==> config.mk <==
export PLATFORM = sky130hd
export DESIGN_NAME = lv3_fifo
export DESIGN_NICKNAME = d
export VERILOG_FILES = /design/src/design/lv3_fifo.sv
export SDC_FILE = /design/constraint.sdc
export NUM_CORES = 1
export LEC_CHECK = 0
export BUFFER_PORTS_ARGS = -buffer_cell sky130_fd_sc_hd__buf_2
export CORE_MARGIN = 8
export CORE_UTILIZATION = 50
export CTS_BUF_LIST = sky130_fd_sc_hd__clkbuf_4 sky130_fd_sc_hd__clkbuf_8
export DETAILED_ROUTE_END_ITERATION = 10
export PLACE_DENSITY = 0.8
export SLEW_MARGIN = 20
export SYNTH_ARGS = -nofsm -noshare
export SYNTH_HDL_FRONTEND = slang
export SYNTH_SLANG_ARGS = --single-unit
==> constraint.sdc <==
create_clock -name clk -period 3.6 [get_ports clk]
set_input_delay 0.54 -clock clk [delete_from_list [all_inputs] [get_ports clk]]
set_output_delay 0.54 -clock clk [all_outputs]
set_load 0.01 [all_outputs]
==> src/design/lv3_fifo.sv <==
// Small register-based first-in first-out queue.
module lv3_fifo #(
	parameter int WIDTH = 8,
	parameter int DEPTH = 4
) (
	input  logic             clk,
	input  logic             arst_n,
	input  logic             push,
	input  logic [WIDTH-1:0] push_data,
	input  logic             pop,
	output logic [WIDTH-1:0] pop_data,
	output logic             full,
	output logic             empty
);

	localparam int PTR_W = (DEPTH > 1) ? $clog2(DEPTH) : 1;
	localparam int CNT_W = $clog2(DEPTH + 1);

	logic [WIDTH-1:0] mem_q [DEPTH];
	logic [PTR_W-1:0] wr_q;
	logic [PTR_W-1:0] rd_q;
	logic [CNT_W-1:0] count_q;

	assign full     = (count_q == CNT_W'(DEPTH));
	assign empty    = (count_q == '0);
	assign pop_data = mem_q[rd_q];

	always_ff @(posedge clk) begin
		if (push) begin
			mem_q[wr_q] <= push_data;
		end
	end

	always_ff @(posedge clk or negedge arst_n) begin
		if (!arst_n) begin
			wr_q    <= '0;
			rd_q    <= '0;
			count_q <= '0;
		end else begin
			if (push) begin
				wr_q <= (wr_q == PTR_W'(DEPTH - 1)) ? '0 : wr_q + 1'b1;
			end
			if (pop) begin
				rd_q <= (rd_q == PTR_W'(DEPTH - 1)) ? '0 : rd_q + 1'b1;
			end
			if (push && !pop) begin
				count_q <= count_q + 1'b1;
			end else if (pop && !push) begin
				count_q <= count_q - 1'b1;
			end
		end
	end

endmodule

==> results.ini <==
[status]
status = completed

[sta]
finalMaxSlewViolations = 0
fin_crit_ns = 2.344
rsz0062_at_grt = false
final_hold_viol_count = 0
period_share_pct = 65.12
relSlewSlack_pct = 61.94
finalClockSkew_ns = 0.006942
finalSetupViolCount = 0
fin_setup_tns_ns = 0
fmax_ghz = 0.4266
whs_ns = 0.4083
worst_pin_slew_ns = 0.5708

[synthesis]
async_reset_ff_share_pct = 17.95
synth_most_common_cell = edfxtp_1
synthAdderAreaFrac_pct = 6.056
yosys.area_share.simple_pct = 3.426
synth_edf_count = 32
muxShareOfSynthArea_pct = 13.63
syn_inst = 79
synth_area_sq_um = 1570
yosysWarnings = 0
yosysSeqAreaShare_pct = 72.35
synth_ff_type = edfxtp_1
synth_commonest_cells = 32 x edfxtp_1, 8 x mux4_2, 7 x dfrtp_1, 6 x ha_1, 5 x inv_1
syn_avg_cell_area_sq_um = 19.88
synth_area_leaders = edfxtp_1 61%, mux4_2 11%, dfrtp_1 11%
ys_ff_latch = 39
synth_top_family_by_area = multiplexers
synth.distinct_cells = 18
synth.net_count = 98
synth-xor-area-share_pct = 1.673
yosys.area.top_type_share_pct = 61.20
synth-compound-area-share_pct = 0.6375
synth_top_area_cell = edfxtp_1

[routing]
wl_per_cell_microns = 16.36
num_vias = 752
drt-initial-drc-count = 62
via_per_inst = 4.980
dr.pass1.iters = 4
finalWirelength_mm = 2.470
antenna_left = 0
drc = 0

[run]
maxCapViolCount = 0

[clocking]
clk_pin_slew_ns = 0.11
cts_buffer_depth = 2
cts-root-buf = clkbuf_4
cts_tree = yes
clkSinkCount = 39
htree_levels = 2
clk_latency_ns = 0.34
cts_setup_buffers = 0
post_cts_resized = 0
numCtsBuffers = 5

[grt]
grt_max_degree = 13
grt-ovfl-total = 0
grt_pass1_vias = 843
grt_pass1_wl_mm = 4.029
groute.usage.overall_pct = 10.89
antenna_found_initial = 0

[placement]
io_buffers = 21
gp_congestion = 0.6527
post-dp-hpwl_mm = 1.748

[floorplan]
die_y_microns = 72.04
die-area_sq_um = 5190
coreArea_sq_um = 3028
num_rows = 20
die_w_microns = 72.04
top_level_ports = 22
initial_core_util_pct = 51.86

[worst_setup_path]
cp_slowest_cell = dfrtp_1
crit_buf_inv = 1
crit_fanout = 11
crit_family = flip-flops
cp.required_ns = 3.06
crit_start = rd_q[0]$_DFFE_PN0P_
critPathLaunchType = flip-flop
slowest_delay_ns = 0.72
path_cells = mux4_2 -> buf_2
arrival_ns = 1.80
r2r-start = wr_q[1]$_DFFE_PN0P_
cp-end-kind = primary output
path_class = flip-flop to primary output

[cells_and_area]
nets = 125
drive_above_1_share_pct = 35.51
areaGrowthSynthToFinish_pct = 13.15
antenna_cells = 0

[worst_hold_path]
hold_path.startpoint = push_data[1]
min_path_type = input pin to flip-flop

[power]
power_mw = 1.261
ir_worst_vdd_v = 0.0003628
p_per_area_nw_per_um2 = 709.6
power_leakage_nw = 0.6632

==> repair_timing <==
| action | in CTS | in global routing |
|---|---|---|
| setup endpoints to repair | 0 | 0 |
| hold buffers | 1 | 0 |
| endpoints found under the hold margin | 3 | 0 |
==> worst register-to-register path: stages, from the launching register on <==
cell     delay [ns]
dfrtp_1        0.42
inv_1          0.11
ha_1           0.16
and2_1         0.38
==> cell type report <==
cell class | instances | area [sq um]
Fill cell | 238 | 1251
Clock inverter | 3 | 15.01
Inverter | 5 | 18.77
Clock buffer | 5 | 37.54
Sequential cell | 39 | 1136
Timing Repair Buffer | 22 | 115.1
Tap cell | 44 | 55.05
Multi-Input combinational cell | 33 | 399.1
==> worst paths after layout <==
| path | endpoint | slack (ns) | cells past startpoint |
|---|---|---|---|
| max reg2reg | mem_q[1][7]$_DFFE_PP_ | 2.19 | 3 |
| min reg2reg | count_q[2]$_DFFE_PN0P_ | 0.51 | 1 |
| min | mem_q[1][1]$_DFFE_PP_ | 0.41 | 1 |
| min in group asynchronous | count_q[1]$_DFFE_PN0P_ | 0.55 | 2 |
| max | pop_data[6] | 1.26 | 2 |
| max in group asynchronous | rd_q[1]$_DFFE_PN0P_ | 2.89 | 2 |
==> stage by stage <==
step                utilization [%]  setup WS, ns  std cells  area (sq um)
global route                  58.68         1.084        151          1777
floorplan                         -         1.995         79          1570
detailed placement            56.61         1.566        142          1714
finish                        58.68         1.256        151          1777
CTS                           58.68         1.174        151          1777
global placement              56.61         1.611        142          1714
==> flip-flops by register name (all words and copies together) (netlist names) <==
| name | count |
|---|---|
| rd_q | 2 |
| mem_q | 32 |
| wr_q | 2 |
| count_q | 3 |
==> routing by layer <==
| layer | wire length, microns | vias up | part of all wire [%] | global-route usage, % |
|---|---|---|---|---|
| li1 | - | 355 | - | - |
| met4 | 67 | 0 | 2.7 | 8.163 |
| met5 | 0 | - | 0 | 0 |
| met2 | 1274 | 18 | 52 | 17.51 |
| met1 | 995 | 372 | 40 | 11.38 |
| met3 | 132 | 7 | 5.3 | 4.132 |
==> power breakdown <==
group | switching (mW) | internal [mW]
Clock | 0.134 | 0.0715
Combinational | 0.168 | 0.203
Sequential | 0.0920 | 0.593
Total | 0.394 | 0.867
==> cells by family after synthesis <==
kind of cell               Yosys count
AOI/OAI and AO/OA                    2
muxes                               11
and+or+nand+nor                     10
xor gates and xnor gates             3
DFF                                 39
adders and majority gates            7
buffers and inverters                7
==> layout by cell type, fill, tap and decap left out <==
cell           instances
xnor2_1                1
inv_1                  5
o21ai_0                2
edfxtp_1              32
fa_1                   1
buf_2                 21
clkinv_1               2
nor3b_1                1
nand3_1                1
nand2_1                1
dlygate4sd3_1          1
nor3_1                 1
xor2_1                 2
dfrtp_1                7
clkinvlp_4             1
mux2_2                 3
and2_1                 4
clkbuf_4               5
mux4_2                 8
nor2_1                 2
ha_1                   6
Power figures use the tool's default switching activity.
