<file path="config.mk">
export PLATFORM = sky130hd
export DESIGN_NAME = lv3_front
export DESIGN_NICKNAME = d
export VERILOG_FILES = /design/src/design/lv3_pkg.sv /design/src/design/lv3_front.sv
export SDC_FILE = /design/constraint.sdc
export NUM_CORES = 1
export LEC_CHECK = 0
export BUFFER_PORTS_ARGS = -buffer_cell sky130_fd_sc_hd__buf_2
export CAP_MARGIN = 25
export CORE_ASPECT_RATIO = 0.7
export CORE_UTILIZATION = 44
export DETAILED_ROUTE_END_ITERATION = 8
export PLACE_DENSITY = 0.66
export SLEW_MARGIN = 20
export SYNTH_ARGS = -nofsm -noshare
export SYNTH_HDL_FRONTEND = slang
export SYNTH_SLANG_ARGS = --single-unit
</file>
<file path="constraint.sdc">
create_clock -name clk -period 8 [get_ports clk]
set_input_delay 1.6 -clock clk [delete_from_list [all_inputs] [get_ports clk]]
set_output_delay 1.6 -clock clk [all_outputs]
set_load 0.1 [all_outputs]
</file>
<file path="src/design/lv3_pkg.sv">
// Shared types and constants for the 3x3 local variance filter.
package lv3_pkg;

	// Input op codes
	localparam logic OP_PIXEL = 1'b0;
	localparam logic OP_FLUSH = 1'b1;

	// Configuration register indexes
	localparam int CFG_INDEX_W = 1;
	localparam int CFG_DATA_W  = 11;
	localparam logic [CFG_INDEX_W-1:0] REG_FRAME_WIDTH  = 1'b0;
	localparam logic [CFG_INDEX_W-1:0] REG_FRAME_HEIGHT = 1'b1;

	localparam int RESET_WIDTH  = 640;
	localparam int RESET_HEIGHT = 480;

	// Queue depths
	localparam int CMD_DEPTH = 4;
	localparam int OUT_DEPTH = 8;
	localparam int RES_W     = $clog2(OUT_DEPTH + 1);

	typedef struct packed {
		logic       op;
		logic [7:0] pixel;
	} in_item_t;

	typedef struct packed {
		logic [20:0] variance_x81;
		logic [11:0] window_sum;
		logic        row_end;
		logic        frame_end;
	} out_item_t;

	// One classified step for the datapath
	typedef struct packed {
		logic       write;
		logic [7:0] pixel;
		logic       emit;
		logic       at_left;
		logic       at_right;
		logic       at_top;
		logic       at_bottom;
	} cmd_t;

endpackage

</file>
<file path="src/design/lv3_front.sv">
// Front end: tracks input and output raster positions and classifies each request.
module lv3_front #(
	parameter int MAX_WIDTH  = 1024,
	parameter int MAX_HEIGHT = 1024
) (
	input  logic                              clk,
	input  logic                              arst_n,
	input  logic                              take,
	input  lv3_pkg::in_item_t                 in_data,
	input  logic                              restart,
	input  logic [$clog2(MAX_WIDTH+1)-1:0]    width,
	input  logic [$clog2(MAX_HEIGHT+1)-1:0]   height,
	output logic                              step,
	output lv3_pkg::cmd_t                     cmd,
	output logic [$clog2(MAX_WIDTH)-1:0]      cmd_col
);

	import lv3_pkg::*;

	localparam int COL_W  = $clog2(MAX_WIDTH);
	localparam int SW_W   = $clog2(MAX_WIDTH + 1);
	localparam int SH_W   = $clog2(MAX_HEIGHT + 1);
	localparam int ROW_W  = $clog2(MAX_HEIGHT + 2);
	localparam int OROW_W = $clog2(MAX_HEIGHT);

	logic [COL_W-1:0]  in_col_q;
	logic [ROW_W-1:0]  in_row_q;
	logic [COL_W-1:0]  out_col_q;
	logic [OROW_W-1:0] out_row_q;

	logic draining;
	logic last_col;
	logic emit;
	logic at_right;
	logic at_bottom;

	// Once the last row has gone in, the remaining requests only drain the window.
	assign draining  = (in_row_q >= ROW_W'(height));
	assign step      = take && !(!draining && (in_data.op == OP_FLUSH));
	assign last_col  = (SW_W'(in_col_q) == width - SW_W'(1));
	assign emit      = (in_row_q >= ROW_W'(2)) || ((in_row_q == ROW_W'(1)) && (in_col_q != '0));
	assign at_right  = (SW_W'(out_col_q) == width - SW_W'(1));
	assign at_bottom = (SH_W'(out_row_q) == height - SH_W'(1));

	always_comb begin
		cmd.write     = !draining;
		cmd.pixel     = in_data.pixel;
		cmd.emit      = emit;
		cmd.at_left   = (out_col_q == '0);
		cmd.at_right  = at_right;
		cmd.at_top    = (out_row_q == '0);
		cmd.at_bottom = at_bottom;
	end

	assign cmd_col = in_col_q;

	always_ff @(posedge clk or negedge arst_n) begin
		if (!arst_n) begin
			in_col_q  <= '0;
			in_row_q  <= '0;
			out_col_q <= '0;
			out_row_q <= '0;
		end else if (restart || (step && emit && at_right && at_bottom)) begin
			in_col_q  <= '0;
			in_row_q  <= '0;
			out_col_q <= '0;
			out_row_q <= '0;
		end else if (step) begin
			if (last_col) begin
				in_col_q <= '0;
				in_row_q <= in_row_q + 1'b1;
			end else begin
				in_col_q <= in_col_q + 1'b1;
			end
			if (emit) begin
				if (at_right) begin
					out_col_q <= '0;
					out_row_q <= out_row_q + 1'b1;
				end else begin
					out_col_q <= out_col_q + 1'b1;
				end
			end
		end
	end

endmodule

</file>
==> flow_summary_export.csv <==
group,metric,value,unit
final_layout,area.sequential,0.00103,sq mm
drt,route.final.wire_length,8860,um
setup_path,critical_path.max_fanout,7,
cts,tritoncts_clock_tree,"done",
sta,max_slew.worst_pin.slew,0.947,ns
floorplanning,initial_core_util,45.4,%
logic_synthesis,netlist_instances,423,
power_and_ir_drop,leakage,1.81,nW
sta,slew_viol_final,0,
final_layout,multi_input_comb_area,0.00227,sq mm
status,result_of_the_run,"finished, violations left",
setup_path,cp_cell_sequence,"buf_2 > inv_1 > ha_1 > nor2b_1 > xnor3_1 > o41ai_1 > nand2_1 > nor3_1 > buf_2",
floorplanning,die_area,0.00848,sq mm
logic_synthesis,synth.avg_cell_area,8.44,sq um
logic_synthesis,yosys.area_share.simple,24.9,%
global_routing,grt_pass1_vias,2907,
cts,numClockSinks,41,
sta,maxSlewHeadroom,36.7,%
sta,rsz0062_at_grt,"false",
min_path,min_delay_worst_endpoint,"in_row_q[10]",
setup_path,cpPeakStageDelay,0.51,ns
logic_synthesis,synth_enable_flop_cells,0,
setup_path,arrival,3.95,ns
sta,timing.final.setup_violations,0,
power_and_ir_drop,cellPowerDensity,143,mW/mm^2
setup_path,kind_of_start_point_of_the_critical_path,"input port",
drt,drc,4,
logic_synthesis,muxShareOfSynthArea,0.876,%
cts,cts-root-to-sink-buffers,2,
logic_synthesis,synth_warnings,0,
sta,worst_clock_skew,0.00750,ns
final_layout,nFillCells,760,
setup_path,setup.worst_path.end_class,"primary output",
setup_path,timing.reg2reg.worst_path_depth,10,
logic_synthesis,synth-seq-area-share,28.7,%
global_routing,globalRouteTotalUtil,22.6,%
global_routing,grt_start_max_net_pins,42,
power_and_ir_drop,power.net_switching,195,uW
cts,cts_hold_buffers,0,
place,post-dp-hpwl,6810,um
setup_path,cell_repeated_most_along_the_worst_path,"sky130_fd_sc_hd__buf_2",
logic_synthesis,synth_top_cell_by_area,"sky130_fd_sc_hd__dfrtp_1",
global_routing,gr-usage-met2,31.1,%
final_layout,num-nets-final,507,
sta,final.period_utilization,69.4,%
global_routing,highest_utilization_routing_layer_at_the_global_route_stage,"met1",
floorplanning,floorplan.die.height,77.4,um
cts,post-cts-setup-buffers,0,
setup_path,slowest_stage,"sky130_fd_sc_hd__buf_2",
status,violations,"design-rule violations",
logic_synthesis,synth.area.top_cells,"sky130_fd_sc_hd__dfrtp_1, sky130_fd_sc_hd__ha_1, sky130_fd_sc_hd__xnor2_1",
floorplanning,design.portCount,60,
drt,detail_route.vias_per_cell,5.76,
global_routing,grt_pass1_wl,14800,um
sta,finalSetupTns,0,ns
cts,cts_htree_levels,2,
setup_path,timing.critical_path.depth,9,
global_routing,grt_antenna_before_repair,0,
setup_path,ff2ff_setup_slack,4.41,ns
cts,numCtsBuffers,5,
logic_synthesis,cell_area_synth,0.00357,sq mm
global_routing,grt_remaining_overflow,0,
final_layout,finish.utilization,49.8,%
drt,drtIter0Drc,161,
final_layout,post_route_cells_drive_above_1_share,14.0,%
flow_run,max_cap_violations,0,
logic_synthesis,synth_nets,480,
place,gp_congestion,0.910,
cts,cts.repair.resized,0,
logic_synthesis,synth-compound-area-share,14.9,%
floorplanning,placement_rows,27,
power_and_ir_drop,share_clk_of_total_power,33.8,%
logic_synthesis,ys_ff_latch,41,
setup_path,cpLargestDelayFamily,"simple AND/OR/NAND/NOR gates",
cts,clock_tree.root_cell,"sky130_fd_sc_hd__clkbuf_16",
drt,detailedRoute.firstPassIterationCount,6,
setup_path,critPathRequiredTime,6.40,ns
power_and_ir_drop,part_of_the_power_in_combinational_logic,26.0,%
drt,antenna_violating_nets_post_route,0,
setup_path,crit_type,"in -> out",
sta,fmax,180,MHz
global_routing,global_route.usage.met1,36.0,%
sta,timing.final.crit_period,5.55,ns
min_path,holdCritPathClass,"reg -> reg",
setup_path,cp_num_buf_inv,3,
logic_synthesis,arithmetic_cell_share_of_the_synthesized_area_counting_full_adders_half_adders_and_majority_gates,7.71,%
cts,clock_latency_of_the_later_clocked_register_in_the_worst_skew_pair,0.28,ns
floorplanning,die_w,110,um
drt,avgRoutedWirePerCell,16.1,um
power_and_ir_drop,pwr-share-seq,40.2,%
sta,hold_violations,0,
logic_synthesis,ys_types,53,
cts,worst_setup_hold_path_clk_slew,0.06,ns
global_routing,met3_usage,4.79,%
final_layout,insertedDiodeCount,0,
power_and_ir_drop,power.share.switching,34.7,%
logic_synthesis,synth-async-reset-ratio,100,%
power_and_ir_drop,intPower,367,uW
setup_path,worstReg2RegStart,"in_row_q[4]",
logic_synthesis,yosys_most_used_dff,"sky130_fd_sc_hd__dfrtp_1",
drt,vias,3168,
min_path,worst_hold_path.num_cells,2,
floorplanning,coreArea,0.00787,sq mm
final_layout,flow.area_growth_from_synthesis,9.71,%
logic_synthesis,synth_top_family_by_area,"simple AND/OR/NAND/NOR gates",
logic_synthesis,synthDominantCellAreaShare,28.7,%
min_path,worst_hold_start,"in_row_q[10]",
setup_path,r2r_end,"cmd_col[2]",
power_and_ir_drop,peakVddDrop,146,uV
logic_synthesis,post_synth_xor_area_fraction,15.3,%
place,numPortBuffers,43,
cell families (layout without fill, tap and decap cells):
logic type | Yosys count | in the layout
AO/OA/AOI/OAI | 84 | 84
XOR/XNOR | 53 | 53
adder cells (fa/ha/maj) | 22 | 22
buffers and inverters | 59 | 85
flip-flops | 41 | 41
multiplexers | 3 | 3
AND/OR/NAND/NOR | 161 | 161
routing by layer:
layer	routed length, um	vias up	share of wire, %
li1	-	1552	-
met1	4550	1516	51
met2	3680	91	42
met3	575	9	6.5
met4	51	0	0.58
met5	0	-	0
sequential cells by signal, summed over array words and instances (netlist names):
name,flops
in_row_q,11
out_col_q,10
cmd_col,10
out_row_q,10
placed cells by master, fill, tap and decap left out, types with 3 or more instances in the layout:
| cell | n |
|---|---|
| sky130_fd_sc_hd__a211oi_1 | 3 |
| sky130_fd_sc_hd__nor3_1 | 9 |
| sky130_fd_sc_hd__xnor2_1 | 24 |
| sky130_fd_sc_hd__xor2_1 | 23 |
| sky130_fd_sc_hd__or3_1 | 11 |
| sky130_fd_sc_hd__buf_2 | 42 |
| sky130_fd_sc_hd__o2111ai_1 | 8 |
| sky130_fd_sc_hd__and4_1 | 4 |
| sky130_fd_sc_hd__o21ai_0 | 28 |
| sky130_fd_sc_hd__nand3b_1 | 3 |
| sky130_fd_sc_hd__a21oi_1 | 24 |
| sky130_fd_sc_hd__inv_1 | 34 |
| sky130_fd_sc_hd__clkbuf_16 | 5 |
| sky130_fd_sc_hd__ha_1 | 22 |
| sky130_fd_sc_hd__nand3_1 | 14 |
| sky130_fd_sc_hd__nand4_1 | 11 |
| sky130_fd_sc_hd__nor4_1 | 10 |
| sky130_fd_sc_hd__nor2_1 | 34 |
| sky130_fd_sc_hd__dfrtp_1 | 41 |
| sky130_fd_sc_hd__xnor3_1 | 6 |
| sky130_fd_sc_hd__and3_1 | 11 |
| sky130_fd_sc_hd__buf_4 | 3 |
| sky130_fd_sc_hd__and2_1 | 6 |
| sky130_fd_sc_hd__nand2_1 | 29 |
| sky130_fd_sc_hd__nor2b_1 | 5 |
power groups by stage:
stage / combinational, mW / sequential [mW] / clock, mW
global placement: 0.143 / 0.229 / 0
CTS: 0.146 / 0.225 / 0.193
floorplan: 0.114 / 0.240 / 0
finish: 0.146 / 0.226 / 0.190
global route: 0.159 / 0.227 / 0.204
detailed placement: 0.145 / 0.229 / 0
synth_stat cells (all sizes together) (3+ instances only):
library cell,count
and3,11
nor4,12
buf,15
nand3,14
or3,11
nand3b,3
xnor2,24
clkbuf,10
nand2,29
ha,22
and2,6
nand4,11
xnor3,6
nor2b,5
dfrtp,41
inv,34
o21ai,28
a21oi,24
xor2,23
and4,4
o2111ai,8
a211oi,3
nor3,12
nor2,34
metrics by stage:
| step | hold slack, ns | std cells | cell area (sq um) | worst slack [ns] | total power [mW] |
|---|---|---|---|---|---|
| 3_5_place_dp | 0.588 | 544 | 3780 | 2.46 | 0.374 |
| 5_1_grt | 0.610 | 550 | 3920 | 2.17 | 0.590 |
| 6_report | 0.588 | 550 | 3920 | 2.45 | 0.561 |
| 3_3_place_gp | 0.563 | 544 | 3780 | 2.50 | 0.372 |
| 4_1_cts | 0.597 | 550 | 3910 | 2.46 | 0.564 |
| 2_1_floorplan | 0.519 | 423 | 3570 | 2.72 | 0.355 |
tightest hold or removal path: stages, from the launching register on:
cell and delay [ns]:
sky130_fd_sc_hd__dfrtp_1 0.40, sky130_fd_sc_hd__o21ai_0 0.08, sky130_fd_sc_hd__a21oi_1 0.06
final cells by class:
class / count / area share [%]
clock buffers: 5 / 3.19
clock inverters: 1 / 0.128
inverters: 34 / 3.26
multi-input cells: 323 / 58.1
flip-flops and latches: 41 / 26.2
well taps: 101 / 3.23
repair buffers: 45 / 5.94
worst max path at each step:
stage	endpoint	slack, ns	from
global route	cmd[2]	2.17	width[0]
global placement	cmd[2]	2.50	width[0]
detailed placement	cmd[2]	2.46	width[0]
floorplan	cmd[3]	2.72	out_col_q[5]
CTS	cmd[2]	2.46	width[0]
finish	cmd[2]	2.45	width[0]
Note: power is estimated with default switching activity, not from simulation.
